File: src/lpc_pkg.sv
// ----------------------------------------------------------------------------
// lpc_pkg
// types, constants and the arctangent table shared by the polar to cartesian
// converter
// ----------------------------------------------------------------------------
package lpc_pkg;

	localparam int ANG_W   = 16;
	localparam int DIST_W  = 16;
	localparam int COORD_W = 17;
	localparam int IDX_W   = 13;
	localparam int CFG_IDX_W  = 1;
	localparam int CFG_DATA_W = 16;

	// cordic datapath widths
	localparam int CW = 36;
	localparam int ZW = 33;

	localparam int GAIN_W = 30;
	localparam logic [GAIN_W-1:0] GAIN_Q30 = 30'd652032874;

	localparam logic [ANG_W-1:0] ANGLE_OFFSET_RST = 16'd25941;
	localparam logic             NEGATE_X_RST     = 1'b1;

	localparam logic signed [COORD_W-1:0] COORD_MAX = 17'sd65535;
	localparam logic signed [COORD_W-1:0] COORD_MIN = -17'sd65535;

	localparam logic [CFG_IDX_W-1:0] CFG_ANGLE_OFFSET = 1'd0;
	localparam logic [CFG_IDX_W-1:0] CFG_NEGATE_X     = 1'd1;

	typedef struct packed {
		logic valid;
		logic drop;
		logic last;
	} meta_t;

	typedef struct packed {
		logic signed [COORD_W-1:0] x_pos;
		logic signed [COORD_W-1:0] y_pos;
		logic [IDX_W-1:0]          point_index;
		logic                      is_end;
	} point_t;

	typedef struct packed {
		logic [1:0] count;
		point_t     first;
		point_t     second;
	} push_t;

	function automatic logic [31:0] atan_turn(input int step);
		logic [31:0] v;
		case (step)
			0:  v = 32'h20000000;
			1:  v = 32'h12E4051E;
			2:  v = 32'h09FB385B;
			3:  v = 32'h051111D4;
			4:  v = 32'h028B0D43;
			5:  v = 32'h0145D7E1;
			6:  v = 32'h00A2F61E;
			7:  v = 32'h00517C55;
			8:  v = 32'h0028BE53;
			9:  v = 32'h00145F2F;
			10: v = 32'h000A2F98;
			11: v = 32'h000517CC;
			12: v = 32'h00028BE6;
			13: v = 32'h000145F3;
			14: v = 32'h0000A2FA;
			15: v = 32'h0000517D;
			16: v = 32'h000028BE;
			17: v = 32'h0000145F;
			18: v = 32'h00000A30;
			19: v = 32'h00000518;
			20: v = 32'h0000028C;
			21: v = 32'h00000146;
			22: v = 32'h000000A3;
			23: v = 32'h00000051;
			default: v = 32'h00000000;
		endcase
		return v;
	endfunction

endpackage

File: src/lpc_cell.sv
// ----------------------------------------------------------------------------
// lpc_cell
// one cordic rotation step, registered
// ----------------------------------------------------------------------------
module lpc_cell #(
	parameter int STEP = 0
) (
	input  logic                              clk,
	input  logic                              arst_n,
	input  logic                              en,
	input  lpc_pkg::meta_t                    meta_i,
	input  logic signed [lpc_pkg::CW-1:0]     x_i,
	input  logic signed [lpc_pkg::CW-1:0]     y_i,
	input  logic signed [lpc_pkg::ZW-1:0]     z_i,
	output lpc_pkg::meta_t                    meta_o,
	output logic signed [lpc_pkg::CW-1:0]     x_o,
	output logic signed [lpc_pkg::CW-1:0]     y_o,
	output logic signed [lpc_pkg::ZW-1:0]     z_o
);

	localparam logic [31:0] ATAN = lpc_pkg::atan_turn(STEP);

	logic signed [lpc_pkg::CW-1:0] dx;
	logic signed [lpc_pkg::CW-1:0] dy;
	logic signed [lpc_pkg::ZW-1:0] da;
	logic signed [lpc_pkg::CW-1:0] x_d;
	logic signed [lpc_pkg::CW-1:0] y_d;
	logic signed [lpc_pkg::ZW-1:0] z_d;

	lpc_pkg::meta_t                meta_s1;
	logic signed [lpc_pkg::CW-1:0] x_s1;
	logic signed [lpc_pkg::CW-1:0] y_s1;
	logic signed [lpc_pkg::ZW-1:0] z_s1;

	assign dx = y_i >>> STEP;
	assign dy = x_i >>> STEP;
	assign da = $signed({{(lpc_pkg::ZW-32){1'b0}}, ATAN});

	always_comb begin
		if (!z_i[lpc_pkg::ZW-1]) begin
			x_d = x_i - dx;
			y_d = y_i + dy;
			z_d = z_i - da;
		end else begin
			x_d = x_i + dx;
			y_d = y_i - dy;
			z_d = z_i + da;
		end
	end

	always_ff @(posedge clk or negedge arst_n) begin
		if (!arst_n) begin
			meta_s1 <= '0;
		end else if (en) begin
			meta_s1 <= meta_i;
		end
	end

	always_ff @(posedge clk) begin
		if (en) begin
			x_s1 <= x_d;
			y_s1 <= y_d;
			z_s1 <= z_d;
		end
	end

	assign meta_o = meta_s1;
	assign x_o    = x_s1;
	assign y_o    = y_s1;
	assign z_o    = z_s1;

endmodule

File: config.mk
export PLATFORM = sky130hd
export DESIGN_NAME = lpc_cell
export DESIGN_NICKNAME = d
export VERILOG_FILES = /design/src/lpc_pkg.sv /design/src/lpc_cell.sv
export SDC_FILE = /design/constraint.sdc
export NUM_CORES = 1
export LEC_CHECK = 0
export ABC_CLOCK_PERIOD_IN_PS = 1300
export BUFFER_PORTS_ARGS = -buffer_cell sky130_fd_sc_hd__buf_2
export CAP_MARGIN = 20
export CORE_ASPECT_RATIO = 1.1
export CORE_MARGIN = 1.5
export CORE_UTILIZATION = 46
export DETAILED_ROUTE_END_ITERATION = 6
export HOLD_SLACK_MARGIN = 0.08
export PLACE_DENSITY = 0.7
export RECOVER_POWER = 100
export SETUP_SLACK_MARGIN = 0.15
export SYNTH_ARGS = -nofsm -noshare
export SYNTH_HDL_FRONTEND = slang
export SYNTH_SLANG_ARGS = --single-unit
File: constraint.sdc
create_clock -name clk -period 1.3 [get_ports clk]
set_input_delay 0.26 -clock clk [delete_from_list [all_inputs] [get_ports clk]]
set_output_delay 0.26 -clock clk [all_outputs]
set_load 0.02 [all_outputs]
Word level (Yosys, flattened, before mapping) --
Cells that the tools add are included.
Operators by class: $add $sub $neg 5, muxes and demuxes 3
Operators with widths (count):
- two-way mux 36 bit | 2
- subtractor 36 bit | 2
- adder 36 bit | 1
- adder 33 x 31 -> 33 bit, second input constant | 1
- two-way mux 33 bit | 1
- subtractor 33 x 31 -> 33 bit, second input constant | 1
Storage, ports and cells: register bits 108, input port bits 111, output and inout port bits 108, word-level logic and storage cells 14

Depth between registers and ports, before layout --
depth after elaboration 2, depth in mapped cells 13, gate-level depth less buffers 12

Worst setup path after synthesis --
No wires, ideal clock.
path kind in2reg, start input port x_i[4] (netlist name), end register x_s1 (netlist bit x_o[34]) (data pin), library setup time 270 ps, arrival 2794 ps, setup slack -1764 ps, stages on the path 12, path buffers 1, path through inv_1 > ha_1 > buf_6 > and2_4 > a221o_1 > o2111a_1 > o41ai_4 > o221ai_1 > o21a_1 > a2111oi_2 > a311oi_1 > xor2_1
On the way: longest elaborated chain between the ends 2
RTL lines:
- from (decl) | RTL line lpc_cell.sv:12 | input logic signed [lpc_pkg::CW-1:0] x_i,
- subtractor 36 bit or adder 36 bit (tied branches) | RTL line lpc_cell.sv:41, lpc_cell.sv:45
- two-way mux 36 bit (*) | RTL line lpc_cell.sv:40 | if (!z_i[lpc_pkg::ZW-1]) begin
- net x_d, one bit | RTL line lpc_cell.sv:26 | logic signed [lpc_pkg::CW-1:0] x_d;
- to (signal assigned) | RTL line lpc_cell.sv:61 | x_s1 <= x_d;
- to (decl) | RTL line lpc_cell.sv:31 | logic signed [lpc_pkg::CW-1:0] x_s1;
Mark *: on every way through the listed nets, which the timed path passes. The rest lies on a longest branch. A chain may end at the register's enable or synchronous reset.

Worst setup path in the final report --
start input port y_i[0] (netlist name), end register x_s1 (netlist bit x_o[34]) (data pin)
On the way: longest elaborated chain between the ends 2
RTL lines:
- from (decl) | RTL line lpc_cell.sv:13 | input logic signed [lpc_pkg::CW-1:0] y_i,
- subtractor 36 bit or adder 36 bit (tied branches) | RTL line lpc_cell.sv:41, lpc_cell.sv:45
- two-way mux 36 bit (*) | RTL line lpc_cell.sv:40
- net x_d, one bit | RTL line lpc_cell.sv:26
Marked as above.

==> impl_results.md <==
- Clock edge transition at the registers on the reported setup and hold paths: 0.09 ns
- Final Hold Viols: 0
- Period utilization: 256%
- CP max stage delay: 0.90 ns
- Drt pass-1 iters: 7
- Slew headroom: 31.9%
- Seq cells post-synth: 107
- Ys async rst share: 2.80%
- CP arrival: 3.42 ns
- Initial DRC count: 1,483
- Synthesized Nets: 1,286
- Max Fclk: 300 MHz
- Synth Cell Area: 9470 um2
- Commonest non-fill, non-tap cell in the layout: buf_4
- Final worst slack: -2.03 ns
- Share of cells above drive strength 1: 55.8%
- Hold Crit Start: z_i[26]
- First-pass GRT wire length: 62.6 mm
- CP Data Required Time: 1.38 ns
- Total power: 0.0167 W
- CP max stage cell: a311oi_1
- CP top delay family: compound AO/OA/AOI/OAI gates
- CTS tree: yes
- Worst VDD drop: 0.715 mV
- Hold EP: z_o[26]$_DFFE_PP_
- Most common cell on crit path: o31ai_4
- Largest net degree at the start of global routing: 41
- Hpwl dp: 27.8 mm
- Fin. max-slew vios: 0
- PwrDens: 952 nW/um2
- Worst Path Max Fanout: 4
- Synthesized netlist cell count: 1,060
- Leak pwr: 7.87 nW
- CTS Buf Count: 9
- Post-synth top flop: edfxtp_1
- Fin Clk Skew: 0 ns
- NumNets Final: 1,927
- Least-Margin Pin Slew: 1.02 ns
- Synth area leader: edfxtp_1
- Worst R2R Setup Slack: 0.35 ns
- Congestion Overflow GR: 0
- Startpoint types: primary input
- Die Y: 153 um
- Commonest non-fill, non-tap cells in the layout: buf_4 (372), buf_6 (166), edfxtp_1 (104)
- All-layer global routing usage: 37.3%
- Synth top area cells: edfxtp_1 (33%), ha_1 (15%), a21oi_1 (6.4%)
- Ys Warns: 0
- CP Cell Sequence: buf_12 -> ha_4 -> inv_2 -> fa_2 -> o21bai_4 -> a21oi_4 -> o31ai_4 -> a211oi_2 -> o21ai_2 -> a221oi_4 -> o31ai_4 -> a311oi_1 -> xor2_1
- Maximum root-to-sink buffer count: 2
- Final GP Congestion: 0.997
- Post-route ant nets: 0
- Vias in the first global route: 11,556
- Drt drc: 98
- Crit. Startpoint: y_i[0]
- Clk root buf: clkbuf_16
- Initial core utilization: 47.3%
- Top Ports: 219
- Endpoints failing setup: 72
- Worst-Skew Late Latency: 0.37 ns
- Buffers on Ports: 218
- Worst flop-to-flop path endpoint: meta_o[2]$_DFFE_PN0P_
- Failing checks: design-rule violations, negative setup slack
- Unrepaired setup endpoints after global routing: true
- Per-cell routed wire length: 24.5 um
- Critical path class: in2reg
- # H-tree levels: 3
- Row cnt: 54
- Number of synthesized flops with an enable pin: 104
- Drt via density: 6.12
- Area grow syn2layout: 85.0%
- Placed cell area: 14,100 um2
- Fin area: 17,500 um2
- Max Cap Viol: 0
- Reg-to-reg startpoint: meta_o[2]$_DFFE_PN0P_
- Minimum clock period: 3.33 ns
- Antenna violations before repair: 1
- Die width: 140 um
- Reg2Reg Depth: 2
- Worst Hold Class: in2reg
- Sinks on Clock Net: 107
- Share of the synthesized area in the top cell type: 33.0%
- Synthesized area per cell: 8.93 um2
- CP Capture Type: flop
- Total number of vias: 12,003
- Die area: 21,400 um2
- Post-Route WL: 48.1 mm
- Outcome: finished, violations left
- Post-synthesis cell type count: 73
- Sequential element share of the synthesized area: 33.8%
- Worst path buffer plus inverter count: 2
- Core area: 20,000 um2
- Worst Hold Depth: 1
[how the worst max path moves through the flow]
stage	endpoint	cells after the start
finish	x_o[34]$_DFFE_PP_	13
floorplan	x_o[28]$_DFFE_PP_	11
CTS	x_o[28]$_DFFE_PP_	12
detailed placement	y_o[34]$_DFFE_PP_	13
global route	x_o[34]$_DFFE_PP_	13
global placement	y_o[34]$_DFFE_PP_	13
[layer usage]
layer	track usage, %	wire length (um)	vias to the layer above
met5	0	51	-
met4	20.8	4300	2
met3	4.54	4590	342
met2	66.9	22800	959
met1	43.0	16400	5608
li1	-	-	5092
[what timing repair did]
item,in CTS,in global routing
endpoints found under the hold margin,28,2
setup buffers,44,17
resized for setup,367,217
hold buffers,26,2
endpoints found under the setup margin,146,179
pin swaps,136,64
[cells in the mapped netlist (all sizes together), types with 16 or more instances]
cell type and count:
a211oi 16, a21o 24, a21oi 121, buf 17, clkbuf 31, edfxtp 104
ha 111, inv 98, mux2i 16, nand2 59, nor2 86, nor2b 17
nor3 20, o21ai 73, o21bai 31, xnor2 57
[report_power, final]
part / total (W) / internal, W / switching [W] / leakage, nW
clock: 0.00290 / 0.00134 / 0.00156 / 0.135
sequential: 0.00480 / 0.00446 / 0.000345 / 1.05
combinational: 0.00897 / 0.00432 / 0.00465 / 6.68
[through the flow]
step	setup TNS, ns	setup slack (ns)	hold WS [ns]	std cells	utilization [%]
floorplan	-59.58	-1.44	-0.0356	1060	-
global placement	-93.42	-1.81	0.0557	1853	70.4
detailed placement	-95.50	-1.87	0.0573	1853	70.4
CTS	-61.37	-1.37	0.0806	1939	82.4
global route	-82.19	-2.06	0.0812	1959	87.6
finish	-77.80	-2.03	0.0729	1961	87.6
[kinds of logic (layout without fill, tap and decap cells)]
| group | after synthesis | in the layout | share of synthesized area, % |
|---|---|---|---|
| AOI/OAI and AO/OA | 353 | 353 | 23.8 |
| xor gates and xnor gates | 71 | 71 | 6.57 |
| adders and majority gates | 115 | 115 | 15.5 |
| buffers and inverters | 149 | 795 | 6.09 |
| DFF | 107 | 107 | 33.8 |
| muxes | 19 | 19 | 2.05 |
| other | 0 | 3 | 0 |
| and+or+nand+nor | 246 | 246 | 12.2 |
[sequential cells by signal (all words and copies together), names as in the netlist]
register / count
y_o: 35
x_o: 36
z_o: 33
meta_o: 3
[cell type report]
class                      instances  area [um2]
multi-input combinational        804        7530
sequential                       107        3200
fill                             955        2480
clock buffer                      10         229
antenna                            3        7.51
tap                              252         315
inverter                         101         462
timing repair buffer             678        5730
clock inverter                     6        50.0
Note: power is estimated with default switching activity, not from simulation.
