### src/lpc_pkg.sv
// ----------------------------------------------------------------------------
// lpc_pkg
// types, constants and the arctangent table shared by the polar to cartesian
// converter
// ----------------------------------------------------------------------------
package lpc_pkg;

	localparam int ANG_W   = 16;
	localparam int DIST_W  = 16;
	localparam int COORD_W = 17;
	localparam int IDX_W   = 13;
	localparam int CFG_IDX_W  = 1;
	localparam int CFG_DATA_W = 16;

	// cordic datapath widths
	localparam int CW = 36;
	localparam int ZW = 33;

	localparam int GAIN_W = 30;
	localparam logic [GAIN_W-1:0] GAIN_Q30 = 30'd652032874;

	localparam logic [ANG_W-1:0] ANGLE_OFFSET_RST = 16'd25941;
	localparam logic             NEGATE_X_RST     = 1'b1;

	localparam logic signed [COORD_W-1:0] COORD_MAX = 17'sd65535;
	localparam logic signed [COORD_W-1:0] COORD_MIN = -17'sd65535;

	localparam logic [CFG_IDX_W-1:0] CFG_ANGLE_OFFSET = 1'd0;
	localparam logic [CFG_IDX_W-1:0] CFG_NEGATE_X     = 1'd1;

	typedef struct packed {
		logic valid;
		logic drop;
		logic last;
	} meta_t;

	typedef struct packed {
		logic signed [COORD_W-1:0] x_pos;
		logic signed [COORD_W-1:0] y_pos;
		logic [IDX_W-1:0]          point_index;
		logic                      is_end;
	} point_t;

	typedef struct packed {
		logic [1:0] count;
		point_t     first;
		point_t     second;
	} push_t;

	function automatic logic [31:0] atan_turn(input int step);
		logic [31:0] v;
		case (step)
			0:  v = 32'h20000000;
			1:  v = 32'h12E4051E;
			2:  v = 32'h09FB385B;
			3:  v = 32'h051111D4;
			4:  v = 32'h028B0D43;
			5:  v = 32'h0145D7E1;
			6:  v = 32'h00A2F61E;
			7:  v = 32'h00517C55;
			8:  v = 32'h0028BE53;
			9:  v = 32'h00145F2F;
			10: v = 32'h000A2F98;
			11: v = 32'h000517CC;
			12: v = 32'h00028BE6;
			13: v = 32'h000145F3;
			14: v = 32'h0000A2FA;
			15: v = 32'h0000517D;
			16: v = 32'h000028BE;
			17: v = 32'h0000145F;
			18: v = 32'h00000A30;
			19: v = 32'h00000518;
			20: v = 32'h0000028C;
			21: v = 32'h00000146;
			22: v = 32'h000000A3;
			23: v = 32'h00000051;
			default: v = 32'h00000000;
		endcase
		return v;
	endfunction

endpackage

### src/lpc_scan.sv
// ----------------------------------------------------------------------------
// lpc_scan
// rounding and saturation, then the held point and the per-scan index count
// ----------------------------------------------------------------------------
module lpc_scan #(
	parameter int SCAN_POINTS = 8192
) (
	input  logic                              clk,
	input  logic                              arst_n,
	input  logic                              en,
	input  logic                              negate_x,
	input  lpc_pkg::meta_t                    meta_i,
	input  logic signed [lpc_pkg::CW-1:0]     x_i,
	input  logic signed [lpc_pkg::CW-1:0]     y_i,
	output lpc_pkg::push_t                    push
);

	localparam int VCW = $clog2(SCAN_POINTS + 1);
	localparam int IW  = lpc_pkg::IDX_W;
	localparam int RW  = lpc_pkg::CW + 1 - 16;
	localparam int KW  = lpc_pkg::COORD_W;

	function automatic logic signed [KW-1:0] round_sat(input logic signed [lpc_pkg::CW-1:0] v);
		logic signed [lpc_pkg::CW:0] s;
		logic signed [RW-1:0]        r;
		logic signed [KW-1:0]        o;
		s = $signed({v[lpc_pkg::CW-1], v}) + $signed((lpc_pkg::CW+1)'(32768));
		r = RW'(s >>> 16);
		if (r > $signed(RW'(lpc_pkg::COORD_MAX)))
			o = lpc_pkg::COORD_MAX;
		else if (r < $signed(RW'(lpc_pkg::COORD_MIN)))
			o = lpc_pkg::COORD_MIN;
		else
			o = KW'(r);
		return o;
	endfunction

	lpc_pkg::meta_t        meta_s1;
	logic signed [KW-1:0]  rx_s1;
	logic signed [KW-1:0]  ry_s1;

	logic signed [KW-1:0]  held_x_q;
	logic signed [KW-1:0]  held_y_q;
	logic                  held_valid_q;
	logic [VCW-1:0]        valid_count_q;

	logic signed [KW-1:0]  nx;
	logic [VCW-1:0]        idx_new;
	logic [VCW-1:0]        idx_held;
	lpc_pkg::point_t       held_pt;
	lpc_pkg::point_t       new_pt;
	lpc_pkg::push_t        push_d;
	logic                  held_valid_d;
	logic [VCW-1:0]        valid_count_d;
	logic                  take_new;

	always_ff @(posedge clk or negedge arst_n) begin
		if (!arst_n) begin
			meta_s1 <= '0;
		end else if (en) begin
			meta_s1 <= meta_i;
		end
	end

	always_ff @(posedge clk) begin
		if (en) begin
			rx_s1 <= round_sat(x_i);
			ry_s1 <= round_sat(y_i);
		end
	end

	assign nx       = negate_x ? -rx_s1 : rx_s1;
	assign idx_new  = (valid_count_q < VCW'(SCAN_POINTS)) ? valid_count_q
		: VCW'(SCAN_POINTS - 1);
	assign idx_held = valid_count_q - 1'b1;

	always_comb begin
		held_pt.x_pos       = held_x_q;
		held_pt.y_pos       = held_y_q;
		held_pt.point_index = IW'(idx_held);
		held_pt.is_end      = 1'b0;
		new_pt.x_pos        = nx;
		new_pt.y_pos        = ry_s1;
		new_pt.point_index  = IW'(idx_new);
		new_pt.is_end       = 1'b1;

		push_d        = '0;
		push_d.first  = held_pt;
		push_d.second = new_pt;
		held_valid_d  = held_valid_q;
		valid_count_d = valid_count_q;
		take_new      = 1'b0;

		if (meta_s1.valid) begin
			if (meta_s1.drop) begin
				if (meta_s1.last) begin
					if (held_valid_q) begin
						push_d.count        = 2'd1;
						push_d.first.is_end = 1'b1;
					end
					held_valid_d  = 1'b0;
					valid_count_d = '0;
				end
			end else begin
				if (meta_s1.last) begin
					if (held_valid_q) begin
						push_d.count = 2'd2;
					end else begin
						push_d.count = 2'd1;
						push_d.first = new_pt;
					end
					held_valid_d  = 1'b0;
					valid_count_d = '0;
				end else begin
					push_d.count = held_valid_q ? 2'd1 : 2'd0;
					take_new     = 1'b1;
					held_valid_d = 1'b1;
					if (valid_count_q < VCW'(SCAN_POINTS))
						valid_count_d = valid_count_q + 1'b1;
				end
			end
		end
	end

	always_ff @(posedge clk or negedge arst_n) begin
		if (!arst_n) begin
			held_valid_q  <= 1'b0;
			valid_count_q <= '0;
		end else if (en) begin
			held_valid_q  <= held_valid_d;
			valid_count_q <= valid_count_d;
		end
	end

	always_ff @(posedge clk) begin
		if (en && take_new) begin
			held_x_q <= nx;
			held_y_q <= ry_s1;
		end
	end

	always_comb begin
		push = push_d;
		if (!en)
			push.count = 2'd0;
	end

endmodule

### config.mk
export PLATFORM = sky130hd
export DESIGN_NAME = lpc_scan
export DESIGN_NICKNAME = d
export VERILOG_FILES = /design/src/lpc_pkg.sv /design/src/lpc_scan.sv
export SDC_FILE = /design/constraint.sdc
export NUM_CORES = 1
export LEC_CHECK = 0
export BUFFER_PORTS_ARGS = -buffer_cell sky130_fd_sc_hd__buf_2
export CORE_ASPECT_RATIO = 1.4
export CORE_MARGIN = 5
export CORE_UTILIZATION = 40
export CTS_CLUSTER_DIAMETER = 150
export CTS_CLUSTER_SIZE = 8
export DETAILED_ROUTE_END_ITERATION = 12
export PLACE_DENSITY = 0.76
export SLEW_MARGIN = 20
export SYNTH_ARGS = -nofsm -noshare
export SYNTH_HDL_FRONTEND = slang
export SYNTH_SLANG_ARGS = --single-unit
### constraint.sdc
create_clock -name clk -period 3.3 [get_ports clk]
set_clock_uncertainty 0.15 [all_clocks]
set_input_delay 0.165 -clock clk [delete_from_list [all_inputs] [get_ports clk]]
set_output_delay 0.165 -clock clk [all_outputs]
set_load 0.02 [all_outputs]
---- Word level (Yosys, flattened, before mapping) ----
Index checks and enable logic that the tools add are counted.
storage, ports and cells
  flip-flop bits (word level) ............. 86
  bits of input ports ..................... 79
  output and inout port bits .............. 98
  logic and storage cells ................. 54
operators by class
  $add $sub $neg .......................... 5
  $lt $le $gt $ge ......................... 5
  equal/unequal tests ..................... 1
  mux-type cells .......................... 26
  reductions and logical operators ........ 6
operator list
  operator                                                                            number
  48-bit two-way mux                                                                  2
  36-bit by 17-bit adder with 37-bit output (second input constant)                   2
  14-bit two-way mux                                                                  4
  17-bit two-way mux                                                                  3
  50-bit two-way mux                                                                  1
  47-bit two-way mux                                                                  1
  21-bit by 17-bit greater-than comparator with 1-bit output (second input constant)  2
  21-bit by 17-bit less-than comparator with 1-bit output (second input constant)     2
  17-bit negator                                                                      1
  14-bit by 1-bit adder with 14-bit output (second input constant)                    1
  14-bit less-than comparator (second input constant)                                 1
  13-bit two-way mux                                                                  1
  13-bit by 1-bit subtractor with 13-bit output (second input constant)               1
  1-bit two-way mux                                                                   10
  2-bit two-way mux                                                                   4
  4-bit AND reduction                                                                 1
  2-bit OR reduction                                                                  2
  3-bit AND reduction                                                                 1
  2-bit inequality test (second input constant)                                       1
  2-bit nonzero test                                                                  1
  1-bit logical AND                                                                   1

---- Logic depth before layout (Yosys ltp) ----
  depth in word-level cells ............... 7
  depth in mapped cells ................... 9
  gate-level depth less buffers ........... 7

---- Worst setup path before layout ----
Ideal clock, no wire load.
  path type ............................... flip-flop to flip-flop
  start point ............................. register meta_s1[0] (netlist bit)
  end point ............................... register held_x_q[0] (enable)
  setup time .............................. 0.467 ns
  arrival time ............................ 2.949 ns
  required time ........................... 2.683 ns
  slack ................................... -0.266 ns
  cell stages (with the launch flop) ...... 3
  buffers on the path ..................... 1
  period minus slack after synthesis ...... 3.566 ns
  cell sequence ........................... dfrtp_1 > clkbuf_1 > nor3_1
between the ends
  word-level cells in the longest chain between the ends .. 4
ends and longest elaborated chain
  element                 line             RTL
  from (decl)             lpc_scan.sv:38   lpc_pkg::meta_t meta_s1;
  from (signal assigned)  lpc_scan.sv:61   meta_s1 <= meta_i;
  1-bit two-way mux       lpc_scan.sv:105  if (meta_s1.last) begin
  1-bit two-way mux       lpc_scan.sv:95   if (meta_s1.drop) begin
  1-bit two-way mux       lpc_scan.sv:94   if (meta_s1.valid) begin
  1-bit logical AND       lpc_scan.sv:136  if (en && take_new) begin
  to (signal assigned)    lpc_scan.sv:137  held_x_q <= nx;
  to (decl)               lpc_scan.sv:42   logic signed [KW-1:0] held_x_q;
Every way passes these cells.
A chain may end at the register's enable or synchronous reset.

==> flow_summary_export.csv <==
group,metric,value,unit
floorplanning,core_area,13850,um^2
pwr,power.leakage,2.846,nW
synth,syn_nets,689,
setup_path,slowest_stage,"or4_1",
setup_path,critical_path.max_stage_delay,0.52,ns
floorplanning,fp.dieW,110.0,um
floorplanning,die_h,150.1,um
floorplanning,num_rows,51,
timing,rsz0062_at_grt,"no",
synth,syn_area,5604,um^2
place,port_buffers,145,
timing,post-route-min-period,3.066,ns
grt,grt_max_degree,37,
synth,synth_cell_types,67,
timing,slew_headroom,60.04,%
flow_run,maxCapViolCount,0,
synth,synth_seq_cells,86,
min_path,hold_path_class,"input port to register",
setup_path,worstPathRequired,2.98,ns
floorplanning,io_pins,177,
grt,grt_overflow,0,
synth,ys_top_cells_by_area,"edfxtp_1 36%, dfrtp_1 8.0%, nand2_1 7.6%",
place,dpl.cell_count,906,
cells_and_area,area.growth.synth_to_final,21.30,%
synth,yosysTopAreaCellShare,36.44,%
setup_path,critPathMaxFanout,4,
synth,yosysSeqAreaShare,44.47,%
setup_path,path_cells,"or3_1 > or4_1 > o41ai_2 > nand2_1 > xor2_1 > mux2_2 > buf_2",
clock_tree,cts_root_buf,"clkbuf_16",
cells_and_area,final_common_cell,"buf_2",
cells_and_area,drive_above_1_share,28.21,%
drt,routedWlPerCell,15.45,um
cells_and_area,nets,822,
timing,tightest_slew,0.5948,ns
drt,routed_wl,14310,um
grt,antenna_found_initial,0,
timing,drv_slew,0,
run_status,status,"finished, final reports clean",
grt,grt_pass1_vias,4403,
setup_path,cp.arrival,2.75,ns
place,dp.final_hpwl,10900,um
clock_tree,ctsHtreeMaxLevel,3,
synth,synthFlopType,"edfxtp_1",
setup_path,path_class,"register to output pin",
synth,yosysWarnings,0,
drt,vias_per_cell,5.286,
drt,first_pass_iters,4,
pwr,p_per_area,483.7,nW/um^2
drt,drc_errors,0,
clock_tree,clkSinkCount,86,
setup_path,cp-start-kind,"register",
drt,dr.first_iter.drc_count,318,
setup_path,cp-end-kind,"output pin",
pwr,vdd_ir_drop_max,0.2172,mV
drt,dr_total_vias,4895,
grt,grt_use_total,16.86,%
floorplanning,die-area,16510,um^2
clock_tree,cts_tree,"done",
timing,period_share,92.90,%
timing,final-hold-violation-count,0,
clock_tree,cts_buffer_depth,2,
cells_and_area,diodes,0,
synth,synthCells,603,
cells_and_area,final_cell_mix,"145 x buf_2, 113 x nand2_1, 68 x edfxtp_1",
clock_tree,path_clk_slew,0.06,ns
floorplanning,start_util,40.47,%
timing,tns,0,ns
grt,grt_pass1_wl,21950,um
timing,timing.fmax,0.3262,GHz
synth,async_flop_share,20.93,%
drt,ant_nets,0,
clock_tree,cts_buffers,9,
synth,synth_edf_count,68,
synth,syn_avg_cell_area,9.294,um^2
timing,setup_viol,0,
synth,yosysTopAreaCell,"edfxtp_1",
place,place_congestion,0.8565,
cells_and_area,layoutNonFillerInstCount,926,
clock_tree,insertion_delay,0.33,ns
==> power breakdown <==
group	internal, mW	switching [mW]	leakage (nW)
registers	1.27	0.0723	0.882
clock network	0.589	0.422	0.144
logic	0.333	0.604	1.82
==> kinds of logic (layout without fill, tap and decap cells) <==
| kind of cell | Yosys count | in the layout | share of synthesized area (%) |
|---|---|---|---|
| xor gates and xnor gates | 56 | 56 | 8.752 |
| adders and majority gates | 7 | 7 | 1.563 |
| buffers and inverters | 49 | 187 | 4.019 |
| other | 1 | 1 | 0.06691 |
| AOI/OAI and AO/OA | 102 | 102 | 12.03 |
| and+or+nand+nor | 285 | 285 | 25.81 |
| muxes | 17 | 17 | 3.282 |
| DFF | 86 | 86 | 44.47 |
==> synthesized netlist by cell type (13+ instances only) <==
cell	n
edfxtp_1	68
o21ai_0	32
nand4_1	13
nor2_1	38
nand2_1	113
nand3_1	19
inv_1	14
a21oi_1	20
nor3_1	18
clkbuf_1	20
or2_2	14
dfrtp_1	18
xnor2_1	26
xor2_1	30
==> worst max-delay path, delay by kind of cell (launching register included) <==
family | cells | cell delay, ns
AOI/OAI and AO/OA | 1 | 0.30
xor gates and xnor gates | 1 | 0.18
buffers and inverters | 1 | 0.16
DFF | 1 | 0.42
muxes | 1 | 0.29
and+or+nand+nor | 3 | 1.07
==> per-stage QoR <==
stage	worst slack (ns)	area (um^2)	power, mW	hold WS (ns)	util (%)
finish	0.2344	6798	3.288	0.01074	49.09
detailed placement	0.5655	6460	2.301	-0.02282	46.65
global route	0.08828	6798	3.454	0.03451	49.09
floorplan	0.5623	5609	1.959	-0.2806	-
global placement	0.6246	6460	2.287	-0.02926	46.65
CTS	0.2030	6798	3.327	0.004738	49.09
==> state kept, by name, indices dropped and copies added (netlist names) <==
| name | flops |
|---|---|
| held_valid_q | 1 |
| ry_s1 | 17 |
| held_y_q | 17 |
| held_x_q | 17 |
| valid_count_q | 14 |
| rx_s1 | 17 |
| meta_s1 | 3 |
==> routing by layer <==
layer / global-route usage, % / share of wire, % / routed length (um)
met5: 0 / 0 / 0
met4: 6.238 / 2.3 / 325
met3: 3.280 / 6.3 / 902
met2: 29.37 / 51 / 7293
met1: 20.29 / 40 / 5788
==> path summary, 6_finish.rpt <==
kind	from	to	slack, ns	depth (start not counted)
setup / recovery	rx_s1[4]$_SDFFCE_PN1P_	push[92]	0.23	7
hold / removal	en	meta_s1[1]$_DFFE_PN0P_	0.01	2
setup reg to reg	rx_s1[4]$_SDFFCE_PN1P_	held_x_q[13]$_DFFE_PP_	0.92	5
hold reg to reg	ry_s1[0]$_SDFFCE_PP1P_	held_y_q[0]$_DFFE_PP_	0.33	0
max in group asynchronous	arst_n	valid_count_q[12]$_DFFE_PN0P_	2.53	2
min in group asynchronous	arst_n	valid_count_q[3]$_DFFE_PN0P_	0.17	2
==> final cells by class <==
cell class                      count  area (um^2)
Clock buffer                        9        225.2
Fill cell                        1324         7049
Inverter                           14        52.55
Multi-Input combinational cell    468         2898
Timing Repair Buffer              157        825.8
Sequential cell                    86         2492
Clock inverter                      7        72.57
Tap cell                          185        231.5
==> what timing repair did <==
| item | CTS | global route |
|---|---|---|
| setup buffers | 0 | 0 |
| hold buffers | 4 | 0 |
| gates resized for setup | 0 | 0 |
| hold endpoints to repair | 21 | 0 |
No activity file was read; power rests on OpenSTA's default activity.
