## src/lpc_pkg.sv

```systemverilog
// ----------------------------------------------------------------------------
// lpc_pkg
// types, constants and the arctangent table shared by the polar to cartesian
// converter
// ----------------------------------------------------------------------------
package lpc_pkg;

	localparam int ANG_W   = 16;
	localparam int DIST_W  = 16;
	localparam int COORD_W = 17;
	localparam int IDX_W   = 13;
	localparam int CFG_IDX_W  = 1;
	localparam int CFG_DATA_W = 16;

	// cordic datapath widths
	localparam int CW = 36;
	localparam int ZW = 33;

	localparam int GAIN_W = 30;
	localparam logic [GAIN_W-1:0] GAIN_Q30 = 30'd652032874;

	localparam logic [ANG_W-1:0] ANGLE_OFFSET_RST = 16'd25941;
	localparam logic             NEGATE_X_RST     = 1'b1;

	localparam logic signed [COORD_W-1:0] COORD_MAX = 17'sd65535;
	localparam logic signed [COORD_W-1:0] COORD_MIN = -17'sd65535;

	localparam logic [CFG_IDX_W-1:0] CFG_ANGLE_OFFSET = 1'd0;
	localparam logic [CFG_IDX_W-1:0] CFG_NEGATE_X     = 1'd1;

	typedef struct packed {
		logic valid;
		logic drop;
		logic last;
	} meta_t;

	typedef struct packed {
		logic signed [COORD_W-1:0] x_pos;
		logic signed [COORD_W-1:0] y_pos;
		logic [IDX_W-1:0]          point_index;
		logic                      is_end;
	} point_t;

	typedef struct packed {
		logic [1:0] count;
		point_t     first;
		point_t     second;
	} push_t;

	function automatic logic [31:0] atan_turn(input int step);
		logic [31:0] v;
		case (step)
			0:  v = 32'h20000000;
			1:  v = 32'h12E4051E;
			2:  v = 32'h09FB385B;
			3:  v = 32'h051111D4;
			4:  v = 32'h028B0D43;
			5:  v = 32'h0145D7E1;
			6:  v = 32'h00A2F61E;
			7:  v = 32'h00517C55;
			8:  v = 32'h0028BE53;
			9:  v = 32'h00145F2F;
			10: v = 32'h000A2F98;
			11: v = 32'h000517CC;
			12: v = 32'h00028BE6;
			13: v = 32'h000145F3;
			14: v = 32'h0000A2FA;
			15: v = 32'h0000517D;
			16: v = 32'h000028BE;
			17: v = 32'h0000145F;
			18: v = 32'h00000A30;
			19: v = 32'h00000518;
			20: v = 32'h0000028C;
			21: v = 32'h00000146;
			22: v = 32'h000000A3;
			23: v = 32'h00000051;
			default: v = 32'h00000000;
		endcase
		return v;
	endfunction

endpackage

```

## src/lpc_point_if.sv

```systemverilog
// ----------------------------------------------------------------------------
// lpc_point_if
// point channel: cartesian coordinates, index within the scan and end mark
// ----------------------------------------------------------------------------
interface lpc_point_if;
	logic                                 valid;
	logic                                 ready;
	logic signed [lpc_pkg::COORD_W-1:0]   x_pos;
	logic signed [lpc_pkg::COORD_W-1:0]   y_pos;
	logic [lpc_pkg::IDX_W-1:0]            point_index;
	logic                                 is_end;

	modport source (output valid, output x_pos, output y_pos, output point_index,
		output is_end, input ready);
	modport sink (input valid, input x_pos, input y_pos, input point_index,
		input is_end, output ready);
endinterface

```

## src/lpc_fifo.sv

```systemverilog
// ----------------------------------------------------------------------------
// lpc_fifo
// point queue, takes up to two items per cycle and gives one while the sink is ready
// ----------------------------------------------------------------------------
module lpc_fifo (
	input  logic                clk,
	input  logic                arst_n,
	input  lpc_pkg::push_t      push,
	output logic                room2,
	lpc_point_if.source         points
);

	localparam int DEPTH = 4;
	localparam int PW    = $clog2(DEPTH);
	localparam int CNTW  = $clog2(DEPTH + 1);

	lpc_pkg::point_t mem_q [DEPTH];
	logic [PW-1:0]   wr_ptr_q;
	logic [PW-1:0]   rd_ptr_q;
	logic [CNTW-1:0] count_q;
	logic            pop;
	lpc_pkg::point_t head;

	assign pop   = points.valid && points.ready;
	assign room2 = count_q <= CNTW'(DEPTH - 2);
	assign head  = mem_q[rd_ptr_q];

	always_ff @(posedge clk or negedge arst_n) begin
		if (!arst_n) begin
			wr_ptr_q <= '0;
			rd_ptr_q <= '0;
			count_q  <= '0;
		end else begin
			wr_ptr_q <= wr_ptr_q + PW'(push.count);
			rd_ptr_q <= rd_ptr_q + PW'(pop);
			count_q  <= count_q + CNTW'(push.count) - CNTW'(pop);
		end
	end

	always_ff @(posedge clk) begin
		if (push.count != 2'd0)
			mem_q[wr_ptr_q] <= push.first;
		if (push.count == 2'd2)
			mem_q[wr_ptr_q + 1'b1] <= push.second;
	end

	assign points.valid       = count_q != '0;
	assign points.x_pos       = head.x_pos;
	assign points.y_pos       = head.y_pos;
	assign points.point_index = head.point_index;
	assign points.is_end      = head.is_end;

endmodule

```

## src/flat_wrapper.sv

```systemverilog
// flat-port wrapper written by rule: the top's interface ports become plain ports
module lpc_fifo_flat 
  (clk, arst_n, push, room2, points_valid, points_x_pos, points_y_pos, points_point_index, points_is_end, points_ready);
  lpc_point_if points_i ();
  input  logic clk;
  input  logic arst_n;
  input  lpc_pkg::push_t push;
  output logic room2;
  output wire logic [$bits(points_i.valid)-1:0] points_valid;
  output wire logic [$bits(points_i.x_pos)-1:0] points_x_pos;
  output wire logic [$bits(points_i.y_pos)-1:0] points_y_pos;
  output wire logic [$bits(points_i.point_index)-1:0] points_point_index;
  output wire logic [$bits(points_i.is_end)-1:0] points_is_end;
  input wire logic [$bits(points_i.ready)-1:0] points_ready;
  assign points_valid = points_i.valid;
  assign points_x_pos = points_i.x_pos;
  assign points_y_pos = points_i.y_pos;
  assign points_point_index = points_i.point_index;
  assign points_is_end = points_i.is_end;
  assign points_i.ready = points_ready;
  lpc_fifo u_core (.clk(clk), .arst_n(arst_n), .push(push), .room2(room2), .points(points_i));
endmodule
```

## config.mk

```make
export PLATFORM = sky130hd
export DESIGN_NAME = lpc_fifo_flat
export DESIGN_NICKNAME = d
export VERILOG_FILES = /design/src/lpc_pkg.sv /design/src/lpc_point_if.sv /design/src/lpc_fifo.sv /design/src/flat_wrapper.sv
export SDC_FILE = /design/constraint.sdc
export NUM_CORES = 1
export LEC_CHECK = 0
export ABC_AREA = 1
export BUFFER_PORTS_ARGS = -buffer_cell sky130_fd_sc_hd__buf_4
export CAP_MARGIN = 20
export CORE_UTILIZATION = 55
export CTS_BUF_LIST = sky130_fd_sc_hd__clkbuf_8
export DETAILED_ROUTE_END_ITERATION = 7
export GPL_ROUTABILITY_DRIVEN = 0
export PLACE_DENSITY = 0.77
export SLEW_MARGIN = 5
export SYNTH_ARGS = -nofsm -noshare
export SYNTH_HDL_FRONTEND = slang
export SYNTH_SLANG_ARGS = --single-unit
export TNS_END_PERCENT = 10
```

## constraint.sdc

```tcl
create_clock -name clk -period 4.55 [get_ports clk]
set_input_delay 0.455 -clock clk [delete_from_list [all_inputs] [get_ports clk]]
set_output_delay 0.455 -clock clk [all_outputs]
set_load 0.005 [all_outputs]
```

Word level (Yosys, flattened, before mapping):

Memory sizes are Yosys's and may differ from the RTL's.
Index checks and enable logic that the tools add are counted.

* bits in registers: 7
* RAM bits: 192
* bits of input ports: 101
* output and inout port bits: 50
* memories kept: 1

Memories
* u_core.mem_q: depth 4, width 48, read ports 1, clocked after Yosys merged registers in 0, write ports 2, RTL line lpc_fifo.sv:17 `lpc_pkg::point_t mem_q [DEPTH];`

* add/sub/neg operators: 5
* order comparisons: 1
* equality and inequality tests: 1
* multiplexer cells: 4
* reduce and logical (&&, ||, !) cells: 3

Operators by type and width (number)
* 1-bit two-way mux: 4
* 3-bit by 2-bit adder with 3-bit output: 1
* 3-bit by 2-bit <= comparator with 1-bit output, second input constant: 1
* 3-bit nonzero test: 1
* 3-bit by 1-bit subtractor with 3-bit output: 1
* 2-bit by 1-bit adder with 2-bit output: 1
* 2-bit by 1-bit adder with 2-bit output, second input constant: 1
* 2-bit adder: 1
* 2-bit == test, second input constant: 1
* 2-bit nonzero test: 1
* 1-bit logical AND: 1

Logic depth before layout (Yosys ltp):

Gate-level depths: netlist of run 1.

* word-level depth: 3
* depth in mapped cells: 9
* depth with buffers taken out: 9

Least setup slack after synthesis of run 1:

No wires, ideal clock.

* path type: in2reg
* start point: in push[97] in the netlist's numbering
* end point: mem u_core.mem_q[2][0] in the netlist's numbering, enable pin
* setup time: 0.583 ns
* arrival: 1.822 ns
* data required time: 3.967 ns
* setup slack: 2.146 ns
* cell stages on the path: 5
* cells stage by stage: inv_2 nor2_4 nand2_2 clkbuf_1 nand2_1

RTL lines
* start: declaration: RTL line flat_wrapper.sv:7 `input lpc_pkg::push_t push;`
* end: declaration: RTL line lpc_fifo.sv:17

Worst setup path after layout of run 1:

* start point: reg u_core.rd_ptr_q[0]
* end point: out points_x_pos[11]

* longest elaborated chain between the ends: 1

Ends and longest elaborated chain
* start: declaration: RTL line lpc_fifo.sv:19 `logic [PW-1:0] rd_ptr_q;`
* start signal: assignment: RTL line lpc_fifo.sv:35 `rd_ptr_q <= rd_ptr_q + PW'(pop);`
* memory 4 x 48 bit
* end: declaration: RTL line flat_wrapper.sv:10 `output wire logic [$bits(points_i.x_pos)-1:0] points_x_pos;`

Every way passes these cells.

==> results of run 1 <==
worst max-delay path, cell delays in order (launching register included):
cell and delay (ps):
dfrtp_4 480, inv_2 640, buf_4 490, o21ai_0 140, o21ai_0 210, buf_4 150
cell usage in the layout, fill, tap and decap left out, drive strengths merged:
cell type and instances:
xnor2 1, nand3 4, nor2 149, clkbuf 17
clkinvlp 1, fa 1, a21oi 1, edfxtp 192
dfrtp 7, buf 163, clkinv 5, nand4 2
bufinv 5, dlygate4sd3 1, o21ai 337, xor2 1
ha 3, nand2 215, inv 61
Yosys cell counts (3+ instances only):
cell      instances  area, µm²
buf_2            18       90.1
clkbuf_1         40        150
dfrtp_1           7        175
ha_1              3       37.5
nand2_2           3       18.8
o21ai_0         242       1210
nand3_1           4       20.0
nor2_1          147        552
edfxtp_1        192       5770
o21ai_1          95        475
inv_1            56        210
buf_6             9        101
nand2_1         212        796
power groups by stage:
stage	Combinational, W	Sequential (W)	Clock [W]
after floorplan	0.00157	0.00298	0
after global placement	0.00266	0.00299	0
after detailed placement	0.00272	0.00301	0
after CTS	0.00273	0.00297	0.00123
after global routing	0.00304	0.00302	0.00129
final	0.00270	0.00297	0.00122
state kept, by name, summed over array words and instances (netlist names):
signal,count
u_core.mem_q,192
u_core.rd_ptr_q,2
u_core.wr_ptr_q,2
u_core.count_q,3
cell families (layout without fill, tap and decap cells):
logic type	Yosys count	count (layout)
DFF	199	199
adders and majority gates	4	4
buffers and inverters	130	253
and+or+nand+nor	370	370
xor gates and xnor gates	2	2
AOI/OAI and AO/OA	338	338
routing by layer:
metal  vias to the layer above  part of all wire (%)  GRT usage [%]
met3                        43                   7.7           4.73
met2                       341                    50           43.6
li1                       3792                     -              -
met1                      3497                    40           32.1
met4                         0                   2.7           11.9
met5                         -                     0              0
cell type report:
cell class	instances	area, µm²	share of cell area (%)
Inverter	59	221	1.96
Timing Repair Buffer	164	1230	10.9
Tap cell	225	282	2.49
Clock inverter	13	189	1.67
Clock buffer	17	234	2.07
Sequential cell	199	5940	52.5
Multi-Input combinational cell	714	3220	28.5
worst max path at each step:
stage | from | end | cells past startpoint
final | u_core.rd_ptr_q[0]$_DFF_PN0_ | points_x_pos[11] | 5
after global routing | u_core.rd_ptr_q[0]$_DFF_PN0_ | points_x_pos[11] | 5
after global placement | u_core.rd_ptr_q[0]$_DFF_PN0_ | points_is_end | 5
after floorplan | push[97] | u_core.mem_q[2][0]$_DFFE_PP_ | 5
after CTS | u_core.rd_ptr_q[0]$_DFF_PN0_ | points_x_pos[11] | 5
after detailed placement | u_core.rd_ptr_q[0]$_DFF_PN0_ | points_x_pos[11] | 5
per-stage QoR:
stage | area, µm² | util [%] | worst slack (ps) | hold slack [ps]
floorplan | 9720 | - | 2150 | 159
global placement | 10900 | 63.0 | 2050 | 276
detailed placement | 10900 | 63.0 | 2000 | 278
CTS | 11300 | 65.5 | 1480 | 243
global route | 11300 | 65.5 | 1180 | 270
finish | 11300 | 65.5 | 1500 | 271
timing repair:
| item | in CTS | in global routing |
|---|---|---|
| gates resized for setup | 0 | 0 |
| hold endpoints to repair | 7 | 0 |
| hold buffers | 1 | 0 |
==> out/results.ini, run 1 <==
[run_status]
status = complete, no violations

[sta]
clock.fmax_mhz = 328
finalSetupViolations = 0
period_share_pct = 66.9
rsz0062_at_grt = no
clock_skew_ps = 7.18
slew_violations = 0
relSlewSlack_pct = 27.9
worst_slew_pin_slew_ps = 1080
hold_viol_final = 0
tns_ps = 0
min_period_ps = 3050

[layout]
diodes = 0
fillCellCount = 1405
fin_nets = 1260
layout-drive-gt1-share_pct = 17.5
layout.cells.non_filler = 1391
area_growth_pct = 16.6

[setup_path]
startpoint_type = flip-flop
cp.arrival_ps = 2590
worstPathMaxFanout = 59
r2r_cells = 5
r2r-start = u_core.wr_ptr_q[0]$_DFF_PN0_
path_class = reg -> out
cp.required_ps = 4090
r2r_setup_slack_ps = 2240
worstReg2RegEnd = u_core.mem_q[1][1]$_DFFE_PP_
end_kind = output pin

[drt]
num_vias = 7673
via_per_inst = 5.52
ant_nets = 0
dr.pass1.iters = 5
drtIter0Drc = 666
drc = 0
finalWirelength_um = 22300
wl_per_cell_um = 16.0

[clocking]
root_buffer = clkbuf_8
numCtsBuffers = 17
path_clk_slew_ps = 90
cts_max_level = 4
clk_latency_ps = 460
post-cts-setup-buffers = 0
cts.sinks = 199
clockBufferDepth = 2
cts_tree = done

[logic_synthesis]
synthArstFlopShare_pct = 3.52
synthesis.area_um2 = 9720
avgSynthCellArea_um2 = 9.32
synth_mux_area_share_pct = 0
ys_ff_latch = 199
ys.flop_type = edfxtp_1
synth_top_family_by_area = compound AO/OA/AOI/OAI gates
synth-simple-area-share_pct = 14.6
ys_seq_area_share_pct = 61.1
synth_compound_area_share_pct = 17.4
yosys.cell_types.count = 25
syn_nets = 1148
synthCells = 1043
synth_fa_ha_area_share_pct = 0.592
synth-edff-count = 192
yosysWarnings = 0
synthXorXnorAreaFrac_pct = 0.180

[global_route]
grt_max_degree = 100
grt_pass1_wl_um = 35600
grtUsageTotal_pct = 25.7
grt_pass1_vias = 7324
antenna_found_initial = 0
grt_overflow_total = 0

[place]
dpl.hpwl_um = 13200
placed_cells = 1360
portBuffers = 150

[die]
die_area_um2 = 18200
rows = 48
start_util_pct = 56.2
coreArea_um2 = 17300
die_x_um = 135
ioPinCount = 151
dieHeight_um = 135

[power]
clockPowerShare_pct = 17.7
p_seq_share_pct = 43.1
combPwrFrac_pct = 39.2
ir_drop_mv = 0.342
power.switching_w = 0.00244
p_sw_share_pct = 35.5
power.density_nw_per_um2 = 608
internal_power_w = 0.00445
power_w = 0.00689
leakage_nw = 4.78

[hold_path]
min_to = u_core.rd_ptr_q[0]$_DFF_PN0_
hold_depth = 3
min_path_type = in -> reg
holdCritStartpoint = points_ready

[job]
max_cap_violations = 0

Note: power is estimated with default switching activity, not from simulation.
==> run 2: changes to the inputs <==
--- a/config.mk
+++ b/config.mk
@@ -8,7 +8,7 @@
 export ABC_AREA = 1
 export BUFFER_PORTS_ARGS = -buffer_cell sky130_fd_sc_hd__buf_4
 export CAP_MARGIN = 20
-export CORE_UTILIZATION = 55
+export CORE_UTILIZATION = 53
 export CTS_BUF_LIST = sky130_fd_sc_hd__clkbuf_8
 export DETAILED_ROUTE_END_ITERATION = 7
 export GPL_ROUTABILITY_DRIVEN = 0
==> constraint.sdc (replaced) <==
create_clock -name clk -period 2.8 [get_ports clk]
set_input_delay 0.28 -clock clk [delete_from_list [all_inputs] [get_ports clk]]
set_output_delay 0.28 -clock clk [all_outputs]
set_load 0.005 [all_outputs]
==> out/results.ini, run 2 (synthesis results as in run 1) <==
[run_status]
status = complete, no violations

[global_route]
grt_overflow_total = 0  ; unchanged
grt_pass1_wl_um = 35300  ; -0.89%
grtUsageTotal_pct = 24.7  ; -0.99 points
grt_max_degree = 100  ; unchanged
antenna_found_initial = 0  ; unchanged
grt_pass1_vias = 7240  ; -1.1%

[sta]
clock.fmax_mhz = 420
rsz0062_at_grt = no
period_share_pct = 85.1
relSlewSlack_pct = 37.4  ; +9.5 points
min_period_ps = 2380
hold_viol_final = 0  ; unchanged
tns_ps = 0  ; unchanged
clock_skew_ps = 9.03  ; +1.84 ps
finalSetupViolations = 0  ; unchanged
slew_violations = 0  ; unchanged
worst_slew_pin_slew_ps = 938  ; -143 ps
post-route-worst-setup-slack_ps = 417  ; -1090 ps

[setup_path]
worstPathMaxFanout = 21  ; -64%
cpMostUsedCell = buf_4
startpoint_type = flip-flop
slowest_delay_ps = 400  ; -240 ps
slowest_stage = dfrtp_1
r2r-start = u_core.wr_ptr_q[0]$_DFF_PN0_
path_cells = inv_2 -> buf_4 -> buf_4 -> o21ai_0 -> o21ai_1 -> buf_4
path_class = reg -> out
cp.required_ps = 2520  ; -1570 ps
end_kind = output pin
worstReg2RegEnd = u_core.mem_q[1][18]$_DFFE_PP_
cp.arrival_ps = 2100  ; -490 ps
r2r_cells = 4  ; -1
r2r_setup_slack_ps = 850  ; -1390 ps

[hold_path]
hold_depth = 2  ; -1
holdCritStartpoint = push[96]
min_path_type = in -> reg
min_to = u_core.wr_ptr_q[0]$_DFF_PN0_

[drt]
num_vias = 7689  ; +0.21%
wl_per_cell_um = 16.0  ; about the same
drtIter0Drc = 601  ; -9.8%
drc = 0  ; unchanged
via_per_inst = 5.46  ; -0.93%
finalWirelength_um = 22500  ; +1.1%
dr.pass1.iters = 8  ; +3
ant_nets = 0  ; unchanged

[die]
dieHeight_um = 137  ; +1.8%
rows = 49  ; +2.1%
die_area_um2 = 18900  ; +3.7%
start_util_pct = 54.1  ; -2.1 points
ioPinCount = 151  ; unchanged
coreArea_um2 = 18000  ; +3.9%
die_x_um = 137  ; +1.8%

[clocking]
post-cts-setup-buffers = 0  ; unchanged
numCtsBuffers = 17  ; unchanged
root_buffer = clkbuf_8
post_cts_resized = 0  ; unchanged
cts_hold_repair.buffers = 1  ; unchanged
clockBufferDepth = 2  ; unchanged
cts_max_level = 4  ; unchanged
path_clk_slew_ps = 90  ; about the same
clk_latency_ps = 460  ; about the same
cts_tree = done
cts.sinks = 199  ; unchanged

[power]
power.density_nw_per_um2 = 970  ; +59%
leakage_nw = 4.80  ; +0.52%
ir_drop_mv = 0.631  ; +85%

[place]
portBuffers = 150  ; unchanged
dpl.hpwl_um = 14200  ; +7.4%
dp_slack_ps = 868  ; -1130 ps

[layout]
fin_nets = 1271  ; +0.87%
layout-drive-gt1-share_pct = 18.3  ; +0.84 points
final_cell_mix = 242 x o21ai_0, 208 x nand2_1, 192 x edfxtp_1
diodes = 0  ; unchanged
top_register = u_core.mem_q
post-route-util_pct = 63.4  ; -2.1 points
final_common_cell = o21ai_0
largest_reg_flops = 192  ; unchanged
reg_top3 = u_core.mem_q x192, u_core.count_q x3
area_growth_pct = 17.2

[job]
max_cap_violations = 0  ; unchanged

==> run 2: cell types whose count changed in the layout (fill, tap and decap cells not counted) <==
cell / before / now
buf_12: 0 / 4
buf_4: 163 / 170
bufinv_16: 5 / 1
clkinv_2: 4 / 3
clkinv_4: 0 / 3
clkinvlp_4: 1 / 3
inv_6: 0 / 1
==> run 2: layer usage <==
layer / track usage, % / part of all wire [%] / vias to the layer above
li1: - / - / 3809
met1: 32.4 / 41 / 3555
met2: 41.3 / 50 / 281
met3: 3.53 / 6.2 / 44
met4: 10.4 / 2.5 / 0
met5: 0 / 0 / -
==> run 2: worst max-delay path, delay by kind of cell, from the launching register on <==
family | cells | cell delay [ps]
flops | 1 | 400
buf+inv | 4 | 940
compound gates | 2 | 300
==> run 2: worst max-delay path by stage <==
stage / from / end / slack [ps] / depth (start not counted)
after floorplan: u_core.wr_ptr_q[1]$_DFF_PN0_ / u_core.mem_q[3][0]$_DFFE_PP_ / 410 / 5
after global placement: u_core.wr_ptr_q[1]$_DFF_PN0_ / u_core.mem_q[3][17]$_DFFE_PP_ / 940 / 5
after detailed placement: u_core.wr_ptr_q[0]$_DFF_PN0_ / u_core.mem_q[1][18]$_DFFE_PP_ / 870 / 4
after CTS: u_core.rd_ptr_q[1]$_DFF_PN0_ / points_y_pos[9] / 410 / 6
after global routing: u_core.rd_ptr_q[1]$_DFF_PN0_ / points_point_index[0] / 240 / 5
final: u_core.rd_ptr_q[1]$_DFF_PN0_ / points_y_pos[3] / 420 / 6
==> run 2: metrics by stage <==
stage	cell area [µm²]	std cells	power, W	hold WS (ps)
after detailed placement	11000	1375	0.00947	101
after floorplan	9720	1043	0.00738	-15.6
after global routing	11400	1407	0.0118	84.6
after global placement	11000	1375	0.00935	98.7
after CTS	11400	1407	0.0111	82.8
final	11400	1407	0.0111	102
==> run 2: where the power goes <==
part | internal, W | switching [W]
Sequential | 0.00456 | 0.000256
Combinational | 0.00175 | 0.00281
Clock | 0.000690 | 0.000993
==> run 2: area by class of cell <==
cell class                      count  area, µm²
Clock buffer                       17        234
Clock inverter                     14        114
Fill cell                        1477       6570
Inverter                           59        221
Multi-Input combinational cell    714       3220
Sequential cell                   199       5940
Tap cell                          229        287
Timing Repair Buffer              175       1370
